<file path="config.mk">
export PLATFORM = sky130hd
export DESIGN_NAME = double_ended_queue_core_flat
export DESIGN_NICKNAME = d
export VERILOG_FILES = /design/src/design/deq_pkg.sv /design/src/design/deq_req_if.sv /design/src/design/deq_rsp_if.sv /design/src/design/deq_cell.sv /design/src/design/double_ended_queue_core.sv /design/src/flat_wrapper.sv
export SDC_FILE = /design/constraint.sdc
export NUM_CORES = 2
export LEC_CHECK = 0
export ABC_CLOCK_PERIOD_IN_PS = 10500
export BUFFER_PORTS_ARGS = -buffer_cell sky130_fd_sc_hd__buf_2
export CORE_ASPECT_RATIO = 1.1
export CORE_UTILIZATION = 50
export CTS_CLUSTER_DIAMETER = 120
export CTS_CLUSTER_SIZE = 40
export DETAILED_ROUTE_END_ITERATION = 7
export HOLD_SLACK_MARGIN = 0.1
export MAX_ROUTING_LAYER = met4
export PLACE_DENSITY = 0.66
export RECOVER_POWER = 25
export SYNTH_ARGS = -nofsm -noshare
export SYNTH_HDL_FRONTEND = slang
export SYNTH_SLANG_ARGS = --single-unit
export TNS_END_PERCENT = 1
</file>
<file path="constraint.sdc">
create_clock -name i_clk -period 10.5 [get_ports i_clk]
set_input_delay 0.525 -clock i_clk [delete_from_list [all_inputs] [get_ports i_clk]]
set_output_delay 0.525 -clock i_clk [all_outputs]
set_load 0.01 [all_outputs]
</file>
<file path="src/design/deq_pkg.sv">
package deq_pkg;

    localparam int DATA_W      = 32;
    localparam int COUNT_OUT_W = 7;

    typedef enum logic [1:0] {
        KIND_PUSH_BACK  = 2'd0,
        KIND_POP_BACK   = 2'd1,
        KIND_PUSH_FRONT = 2'd2,
        KIND_POP_FRONT  = 2'd3
    } t_kind;

    typedef enum logic [1:0] {
        ST_OK    = 2'd0,
        ST_UNDER = 2'd1,
        ST_OVER  = 2'd2
    } t_status;

    // what every cell of the ring does on a clock edge
    typedef enum logic [2:0] {
        CELL_HOLD,
        CELL_PUSH_FRONT,
        CELL_POP_FRONT,
        CELL_PUSH_BACK,
        CELL_POP_BACK,
        CELL_ROT_RIGHT,
        CELL_ROT_LEFT
    } t_cell_op;

endpackage

</file>
<file path="src/design/deq_req_if.sv">
interface deq_req_if import deq_pkg::*; ();
    logic                valid;
    logic                ready;
    t_kind               kind;
    logic [DATA_W-1:0]   data_word;

    modport source (output valid, output kind, output data_word, input ready);
    modport sink   (input valid, input kind, input data_word, output ready);
endinterface

</file>
<file path="src/design/deq_rsp_if.sv">
interface deq_rsp_if import deq_pkg::*; ();
    logic                   valid;
    logic                   ready;
    logic [DATA_W-1:0]      popped_word;
    t_status                status;
    logic [COUNT_OUT_W-1:0] entry_count;

    modport source (output valid, output popped_word, output status, output entry_count,
                    input ready);
    modport sink   (input valid, input popped_word, input status, input entry_count,
                    output ready);
endinterface

</file>
<file path="src/design/deq_cell.sv">
module deq_cell import deq_pkg::*; #(
    parameter int CAPACITY   = 64,
    parameter int WORD_WIDTH = 32,
    parameter int INDEX      = 0
) (
    input  logic                              i_clk,
    input  t_cell_op                          i_op,
    input  logic [$clog2(CAPACITY+1)-1:0]     i_front_cnt,
    input  logic [$clog2(CAPACITY+1)-1:0]     i_back_cnt,
    input  logic [WORD_WIDTH-1:0]             i_word,
    input  logic [WORD_WIDTH-1:0]             i_left,
    input  logic [WORD_WIDTH-1:0]             i_right,
    output logic [WORD_WIDTH-1:0]             o_word
);

    logic [WORD_WIDTH-1:0] r_word;
    logic [WORD_WIDTH-1:0] n_word;

    always_comb begin
        int a;
        int b;
        a = int'(i_front_cnt);
        b = int'(i_back_cnt);
        n_word = r_word;
        case (i_op)
            CELL_PUSH_FRONT: begin
                if (INDEX == 0) begin
                    n_word = i_word;
                end else if (INDEX <= a) begin
                    n_word = i_left;
                end
            end
            CELL_POP_FRONT: begin
                if (INDEX + 1 < a) begin
                    n_word = i_right;
                end
            end
            CELL_PUSH_BACK: begin
                if (INDEX == CAPACITY - 1) begin
                    n_word = i_word;
                end else if (INDEX + 1 + b >= CAPACITY) begin
                    n_word = i_right;
                end
            end
            CELL_POP_BACK: begin
                if (INDEX + b > CAPACITY) begin
                    n_word = i_left;
                end
            end
            CELL_ROT_RIGHT: n_word = i_left;
            CELL_ROT_LEFT:  n_word = i_right;
            default:        n_word = r_word;
        endcase
    end

    always_ff @(posedge i_clk) begin
        r_word <= n_word;
    end

    assign o_word = r_word;

endmodule

</file>
<file path="src/design/double_ended_queue_core.sv">
// double-ended queue of data words held in a ring of cells
//
// i_req (sink): kind and data_word, one request per accept.
// o_rsp (source): popped_word, status and entry_count, exactly one per request,
// in request order.
//
// The ring holds two stacks: the front stack grows right from cell 0 and the
// back stack grows left from the last cell, so both ends are read at fixed
// cells. Pushes, pops on a side that still holds words and requests that end
// in underflow or overflow are answered in the output register the cycle
// after the accept: one request per cycle sustained while results are taken.
// A pop on a side that has run dry while the other side holds n words first
// rotates the ring once per cycle to move all n words across; that request
// passes through the accept, the rotations and then the pop, which waits
// while the receiver stalls and registers the result; no request is taken
// meanwhile.
//
// Reset clears the counts and the result valid; the ring holds nothing.
// While the receiver stalls, the result waits in the output register and new
// requests are held off until it is taken.
module double_ended_queue_core import deq_pkg::*; #(
    parameter int CAPACITY   = 64,
    parameter int WORD_WIDTH = 32
) (
    input  logic    i_clk,
    input  logic    i_rst_n,
    deq_req_if.sink   i_req,
    deq_rsp_if.source o_rsp
);

    localparam int CW = $clog2(CAPACITY + 1);

    typedef enum logic [1:0] {
        S_IDLE,
        S_MOVE_FRONT,
        S_MOVE_BACK,
        S_DONE
    } t_state;

    t_state                r_state,     n_state;
    t_kind                 r_kind,      n_kind;
    logic [CW-1:0]         r_front,     n_front;
    logic [CW-1:0]         r_back,      n_back;
    logic                  r_rsp_valid, n_rsp_valid;
    logic [WORD_WIDTH-1:0] r_popped,    n_popped;
    t_status               r_status,    n_status;
    logic [CW:0]           r_count,     n_count;

    t_cell_op              cell_op;
    logic [WORD_WIDTH-1:0] w_cell [CAPACITY];
    logic [WORD_WIDTH-1:0] push_word;
    logic [WORD_WIDTH+DATA_W-1:0] in_ext;
    logic [WORD_WIDTH+DATA_W-1:0] out_ext;
    logic [CW+COUNT_OUT_W:0]      cnt_ext;

    logic [CW:0] total;
    logic        full;
    logic        empty;
    logic        slot_free;
    logic        accept;
    logic        need_move;
    logic        exec_fire;
    t_kind       exec_kind;

    assign in_ext    = {{WORD_WIDTH{1'b0}}, i_req.data_word};
    assign push_word = in_ext[WORD_WIDTH-1:0];

    assign total = {1'b0, r_front} + {1'b0, r_back};
    assign full  = (total == (CW+1)'(CAPACITY));
    assign empty = (total == '0);

    assign slot_free   = !r_rsp_valid || o_rsp.ready;
    assign i_req.ready = (r_state == S_IDLE) && slot_free;
    assign accept      = i_req.valid && i_req.ready;

    assign need_move = ((i_req.kind == KIND_POP_FRONT) && (r_front == '0) && !empty) ||
                       ((i_req.kind == KIND_POP_BACK)  && (r_back == '0)  && !empty);

    assign exec_fire = (accept && !need_move) || ((r_state == S_DONE) && slot_free);
    assign exec_kind = (r_state == S_DONE) ? r_kind : i_req.kind;

    always_comb begin
        n_state     = r_state;
        n_kind      = r_kind;
        n_front     = r_front;
        n_back      = r_back;
        n_rsp_valid = r_rsp_valid;
        n_popped    = r_popped;
        n_status    = r_status;
        n_count     = r_count;
        cell_op     = CELL_HOLD;

        case (r_state)
            S_IDLE: begin
                if (accept && need_move) begin
                    n_kind  = i_req.kind;
                    n_state = (i_req.kind == KIND_POP_FRONT) ? S_MOVE_FRONT : S_MOVE_BACK;
                end
            end
            S_MOVE_FRONT: begin
                cell_op = CELL_ROT_RIGHT;
                n_front = r_front + 1'b1;
                n_back  = r_back - 1'b1;
                if (r_back == CW'(1)) begin
                    n_state = S_DONE;
                end
            end
            S_MOVE_BACK: begin
                cell_op = CELL_ROT_LEFT;
                n_front = r_front - 1'b1;
                n_back  = r_back + 1'b1;
                if (r_front == CW'(1)) begin
                    n_state = S_DONE;
                end
            end
            S_DONE: begin
                if (slot_free) begin
                    n_state = S_IDLE;
                end
            end
            default: n_state = S_IDLE;
        endcase

        if (exec_fire) begin
            n_rsp_valid = 1'b1;
            n_popped    = '0;
            n_status    = ST_OK;
            case (exec_kind)
                KIND_PUSH_BACK: begin
                    if (full) begin
                        n_status = ST_OVER;
                    end else begin
                        cell_op = CELL_PUSH_BACK;
                        n_back  = r_back + 1'b1;
                    end
                end
                KIND_PUSH_FRONT: begin
                    if (full) begin
                        n_status = ST_OVER;
                    end else begin
                        cell_op = CELL_PUSH_FRONT;
                        n_front = r_front + 1'b1;
                    end
                end
                KIND_POP_BACK: begin
                    if (empty) begin
                        n_status = ST_UNDER;
                    end else begin
                        cell_op  = CELL_POP_BACK;
                        n_popped = w_cell[CAPACITY-1];
                        n_back   = r_back - 1'b1;
                    end
                end
                KIND_POP_FRONT: begin
                    if (empty) begin
                        n_status = ST_UNDER;
                    end else begin
                        cell_op  = CELL_POP_FRONT;
                        n_popped = w_cell[0];
                        n_front  = r_front - 1'b1;
                    end
                end
                default: n_status = ST_OK;
            endcase
            n_count = {1'b0, n_front} + {1'b0, n_back};
        end else if (o_rsp.ready) begin
            n_rsp_valid = 1'b0;
        end
    end

    always_ff @(posedge i_clk) begin
        if (!i_rst_n) begin
            r_state     <= S_IDLE;
            r_front     <= '0;
            r_back      <= '0;
            r_rsp_valid <= 1'b0;
        end else begin
            r_state     <= n_state;
            r_front     <= n_front;
            r_back      <= n_back;
            r_rsp_valid <= n_rsp_valid;
        end
        r_kind   <= n_kind;
        r_popped <= n_popped;
        r_status <= n_status;
        r_count  <= n_count;
    end

    // ring of cells
    for (genvar g = 0; g < CAPACITY; g++) begin : g_cell
        deq_cell #(
            .CAPACITY   (CAPACITY),
            .WORD_WIDTH (WORD_WIDTH),
            .INDEX      (g)
        ) u_cell (
            .i_clk       (i_clk),
            .i_op        (cell_op),
            .i_front_cnt (r_front),
            .i_back_cnt  (r_back),
            .i_word      (push_word),
            .i_left      (w_cell[(g + CAPACITY - 1) % CAPACITY]),
            .i_right     (w_cell[(g + 1) % CAPACITY]),
            .o_word      (w_cell[g])
        );
    end

    assign out_ext = {{DATA_W{1'b0}}, r_popped};
    assign cnt_ext = {{COUNT_OUT_W{1'b0}}, r_count};

    assign o_rsp.valid       = r_rsp_valid;
    assign o_rsp.popped_word = out_ext[DATA_W-1:0];
    assign o_rsp.status      = r_status;
    assign o_rsp.entry_count = cnt_ext[COUNT_OUT_W-1:0];

    a_total_bound: assert property (@(posedge i_clk) disable iff (!i_rst_n)
        total <= (CW+1)'(CAPACITY))
        else $error("entry total beyond capacity");

    a_move_blocks: assert property (@(posedge i_clk) disable iff (!i_rst_n)
        (r_state != S_IDLE) |-> !i_req.ready)
        else $error("request taken while moving words");

    a_move_front_step: assert property (@(posedge i_clk) disable iff (!i_rst_n)
        (r_state == S_MOVE_FRONT) |=> (r_front == $past(r_front) + 1'b1))
        else $error("front stack not grown by one during move");

    a_done_front: assert property (@(posedge i_clk) disable iff (!i_rst_n)
        (r_state == S_DONE && r_kind == KIND_POP_FRONT) |-> (r_front != '0 && r_back == '0))
        else $error("front pop after move finds front stack empty");

    a_done_back: assert property (@(posedge i_clk) disable iff (!i_rst_n)
        (r_state == S_DONE && r_kind == KIND_POP_BACK) |-> (r_back != '0 && r_front == '0))
        else $error("back pop after move finds back stack empty");

endmodule

</file>
<file path="src/flat_wrapper.sv">
// flat-port wrapper written by rule: the top's interface ports become plain ports
module double_ended_queue_core_flat import deq_pkg::*;
#(
    parameter int CAPACITY   = 64,
    parameter int WORD_WIDTH = 32
)
  (i_clk, i_rst_n, i_req_valid, i_req_kind, i_req_data_word, i_req_ready, o_rsp_valid, o_rsp_popped_word, o_rsp_status, o_rsp_entry_count, o_rsp_ready);
  deq_req_if i_req_i ();
  deq_rsp_if o_rsp_i ();
  input  logic i_clk;
  input  logic i_rst_n;
  input wire logic [$bits(i_req_i.valid)-1:0] i_req_valid;
  input wire logic [$bits(i_req_i.kind)-1:0] i_req_kind;
  input wire logic [$bits(i_req_i.data_word)-1:0] i_req_data_word;
  output wire logic [$bits(i_req_i.ready)-1:0] i_req_ready;
  output wire logic [$bits(o_rsp_i.valid)-1:0] o_rsp_valid;
  output wire logic [$bits(o_rsp_i.popped_word)-1:0] o_rsp_popped_word;
  output wire logic [$bits(o_rsp_i.status)-1:0] o_rsp_status;
  output wire logic [$bits(o_rsp_i.entry_count)-1:0] o_rsp_entry_count;
  input wire logic [$bits(o_rsp_i.ready)-1:0] o_rsp_ready;
  assign i_req_i.valid = i_req_valid;
  assign i_req_i.kind = i_req_kind;
  assign i_req_i.data_word = i_req_data_word;
  assign i_req_ready = i_req_i.ready;
  assign o_rsp_valid = o_rsp_i.valid;
  assign o_rsp_popped_word = o_rsp_i.popped_word;
  assign o_rsp_status = o_rsp_i.status;
  assign o_rsp_entry_count = o_rsp_i.entry_count;
  assign o_rsp_i.ready = o_rsp_ready;
  double_ended_queue_core #(.CAPACITY(CAPACITY), .WORD_WIDTH(WORD_WIDTH)) u_core (.i_clk(i_clk), .i_rst_n(i_rst_n), .i_req(i_req_i), .o_rsp(o_rsp_i));
endmodule
</file>
==> reports/qor.txt <==
fill count -> 16200
vias in the first global route -> 53300
# hold bufs at CTS -> 25
gpl congestion -> 1.06
Setup Viol. Count Final -> 0
H-tree depth -> 3
Worst Skew -> 0.0621 ns
max-cap violation count -> 9
Via Count -> 53600
Critical Path RT -> 10.90 ns
CP delay by family, top -> simple AND/OR/NAND/NOR gates
largest net degree at the start of global routing -> 142
DR vias/cell -> 6.18
post-layout min period -> 8.86 ns
Clock Sinks -> 2108
Slew headroom -> -92.4%
top cells by area, synth -> edfxtp_1 62%, mux2_4 15%, mux2_2 9.9%
Post-Syn Area -> 101000 um2
core area -> 200000 um2
post-cts resize count -> 0
Mapped Nets -> 6156
Final Hold Viols -> 0
Syn-to-layout area delta -> 5.37%
outcome -> finished, violations left
Hold Path Class -> in -> reg
RSZ-0062 raised after global routing -> false
I/O pins -> 81
global-route wire length before repair -> 394000 um
critical path type -> reg -> reg
GR Overflow Total -> 0
crit path max fanout -> 32
most frequent cell after synthesis -> edfxtp_1
Avg Cell Area, Syn -> 16.6 um2
pre-CTS setup slack -> 3.19 ns
Chip Height -> 473 um
flops & latches, synth -> 2108
Yosys top cell area share -> 62.2%
synth unique cells -> 85
slowest stage delay, CP -> 1.40 ns
Routed wire per std cell -> 31.8 um
crit-path cells -> ha_1 -> fa_1 -> or4_1 -> nor4b_1 -> o2111ai_1 -> nand2_1 -> a21bo_1 -> nand2_4 -> clkbuf_1 -> o22a_1 -> a2bb2oi_4 -> buf_4
Post-CTS Setup Inserts -> 0
CP bufs+invs -> 2
dominant synthesized flop cell -> edfxtp_1
FFs w/ async S/R, synth -> 0%
Site Rows -> 172
footprint of the multi-input gates -> 35700 um2
Slew @ Worst Pin -> 2.89 ns
area leader, netlist -> edfxtp_1
Worst path slowest cell -> a21bo_1
DRT Pass-1 Iters -> 8
number of synthesized flops with an enable pin -> 2091
fin util -> 53.1%
top post-synthesis cells by count -> 2091 x edfxtp_1, 1000 x mux2_4, 890 x mux2_2
# port buffers -> 80
Tot GR Track Use -> 27.3%
antenna-violating nets left -> 0
post-route clock period utilization -> 84.4%
crit path launch type -> flip-flop
Ys Warns -> 0
final WL -> 275000 um
cell at the root of the clock tree -> clkbuf_16
Die Area -> 204000 um2
maximum clock path buffer count -> 3
initial antenna violation count -> 12
Die W -> 430 um
Sequential Area -> 63100 um2
dpl hpwl -> 190000 um
CP Data Arrival Time -> 9.26 ns
Final WS setup -> 1.64 ns
DRC violations left -> 0
violated checks -> max-capacitance violations, max-slew violations
clock transition at the registers of the reported paths -> 0.14 ns
Achievable Freq -> 113 MHz
CTS tree -> built
Slew Limit Fails -> 305
Seq/Total Area, Yosys -> 62.6%
Crit. End Element -> flip-flop
initial core utilization -> 50.4%
Num CTS Buffers -> 67
nets -> 6099
layout cell share with drive strength beyond 1 -> 37.4%
Cells after Synth -> 6084
setup tns final -> 0 ns
1st-iter DRT viols -> 5623
Worst-Skew Late Latency -> 0.78 ns
-- sequential cells by signal (all words and copies together), names as in the netlist --
signal and flops:
u_core.r_count 7, u_core.o_rsp.valid 1, u_core.r_kind 2, u_core.r_front 7
u_core.g_cell.u_cell.o_word 2048, u_core.o_rsp.status 2, u_core.o_rsp.popped_word 32, u_core.r_back 7
u_core.r_state 2
-- cell usage in the layout (no fill, tap or decap), drive strengths merged, types with 71 or more instances in the layout --
master,instances
edfxtp,2091
mux2,1987
a21oi,256
nand2,241
nor2,220
buf,193
o21ai,161
clkbuf,129
nand3,71
o22ai,71
-- layer usage --
| metal | routed length, um | share of wire, % | GRT usage (%) | vias up |
|---|---|---|---|---|
| li1 | - | - | - | 23500 |
| met5 | 0 | 0 | - | - |
| met4 | 8830 | 3.2 | 8.40 | 0 |
| met3 | 17100 | 6.2 | 4.70 | 312 |
| met1 | 123000 | 45 | 37.6 | 28100 |
| met2 | 126000 | 46 | 41.3 | 1612 |
-- cell type report --
cell class | count | share of cell area, %
Tap cell | 2610 | 3.07
Multi-Input combinational cell | 3538 | 33.6
Antenna cell | 4 | 0.00942
Sequential cell | 2108 | 59.4
Clock inverter | 16 | 0.271
Inverter | 37 | 0.131
Timing Repair Buffer | 275 | 1.93
Clock buffer | 72 | 1.63
-- logic make-up after synthesis --
| group | share of synthesized area [%] |
|---|---|
| flops | 62.6 |
| mux | 26.0 |
| compound gates | 4.93 |
| simple gates | 3.18 |
| buf+inv | 2.68 |
| fa+ha+maj | 0.437 |
| xor+xnor | 0.174 |
-- path summary, 6_finish.rpt --
path                            from                                  end  slack, ns  cells after the start
setup / recovery    u_core.r_back[0]  u_core.g_cell[52].u_cell.o_word[20]       1.64                     12
hold / removal    i_req_data_word[4]    u_core.g_cell[0].u_cell.o_word[4]       0.15                      2
setup reg to reg    u_core.r_back[0]  u_core.g_cell[52].u_cell.o_word[20]       1.64                     12
hold reg to reg    u_core.r_state[1]                    u_core.r_state[1]       0.53                      2
-- through the flow --
step,hold WS [ns],std cells,cell area (um2)
after global placement,0.477,8542,104000
after floorplan,0.465,6084,101000
after CTS,0.101,8655,107000
final,0.147,8660,106000
after global routing,0.138,8659,106000
after detailed placement,0.509,8542,104000
-- worst reg2reg max path: cells and delay by family, from the launching register on --
family          cells  cell delay [ns]
compound gates      4             2.69
flops               1             0.82
simple gates        4             2.98
buf+inv             2             1.27
fa+ha+maj           2             0.77
Power is left out: the tool's default activity adds up to more than one toggle a clock period on the data nets, which glitch-free logic cannot reach.
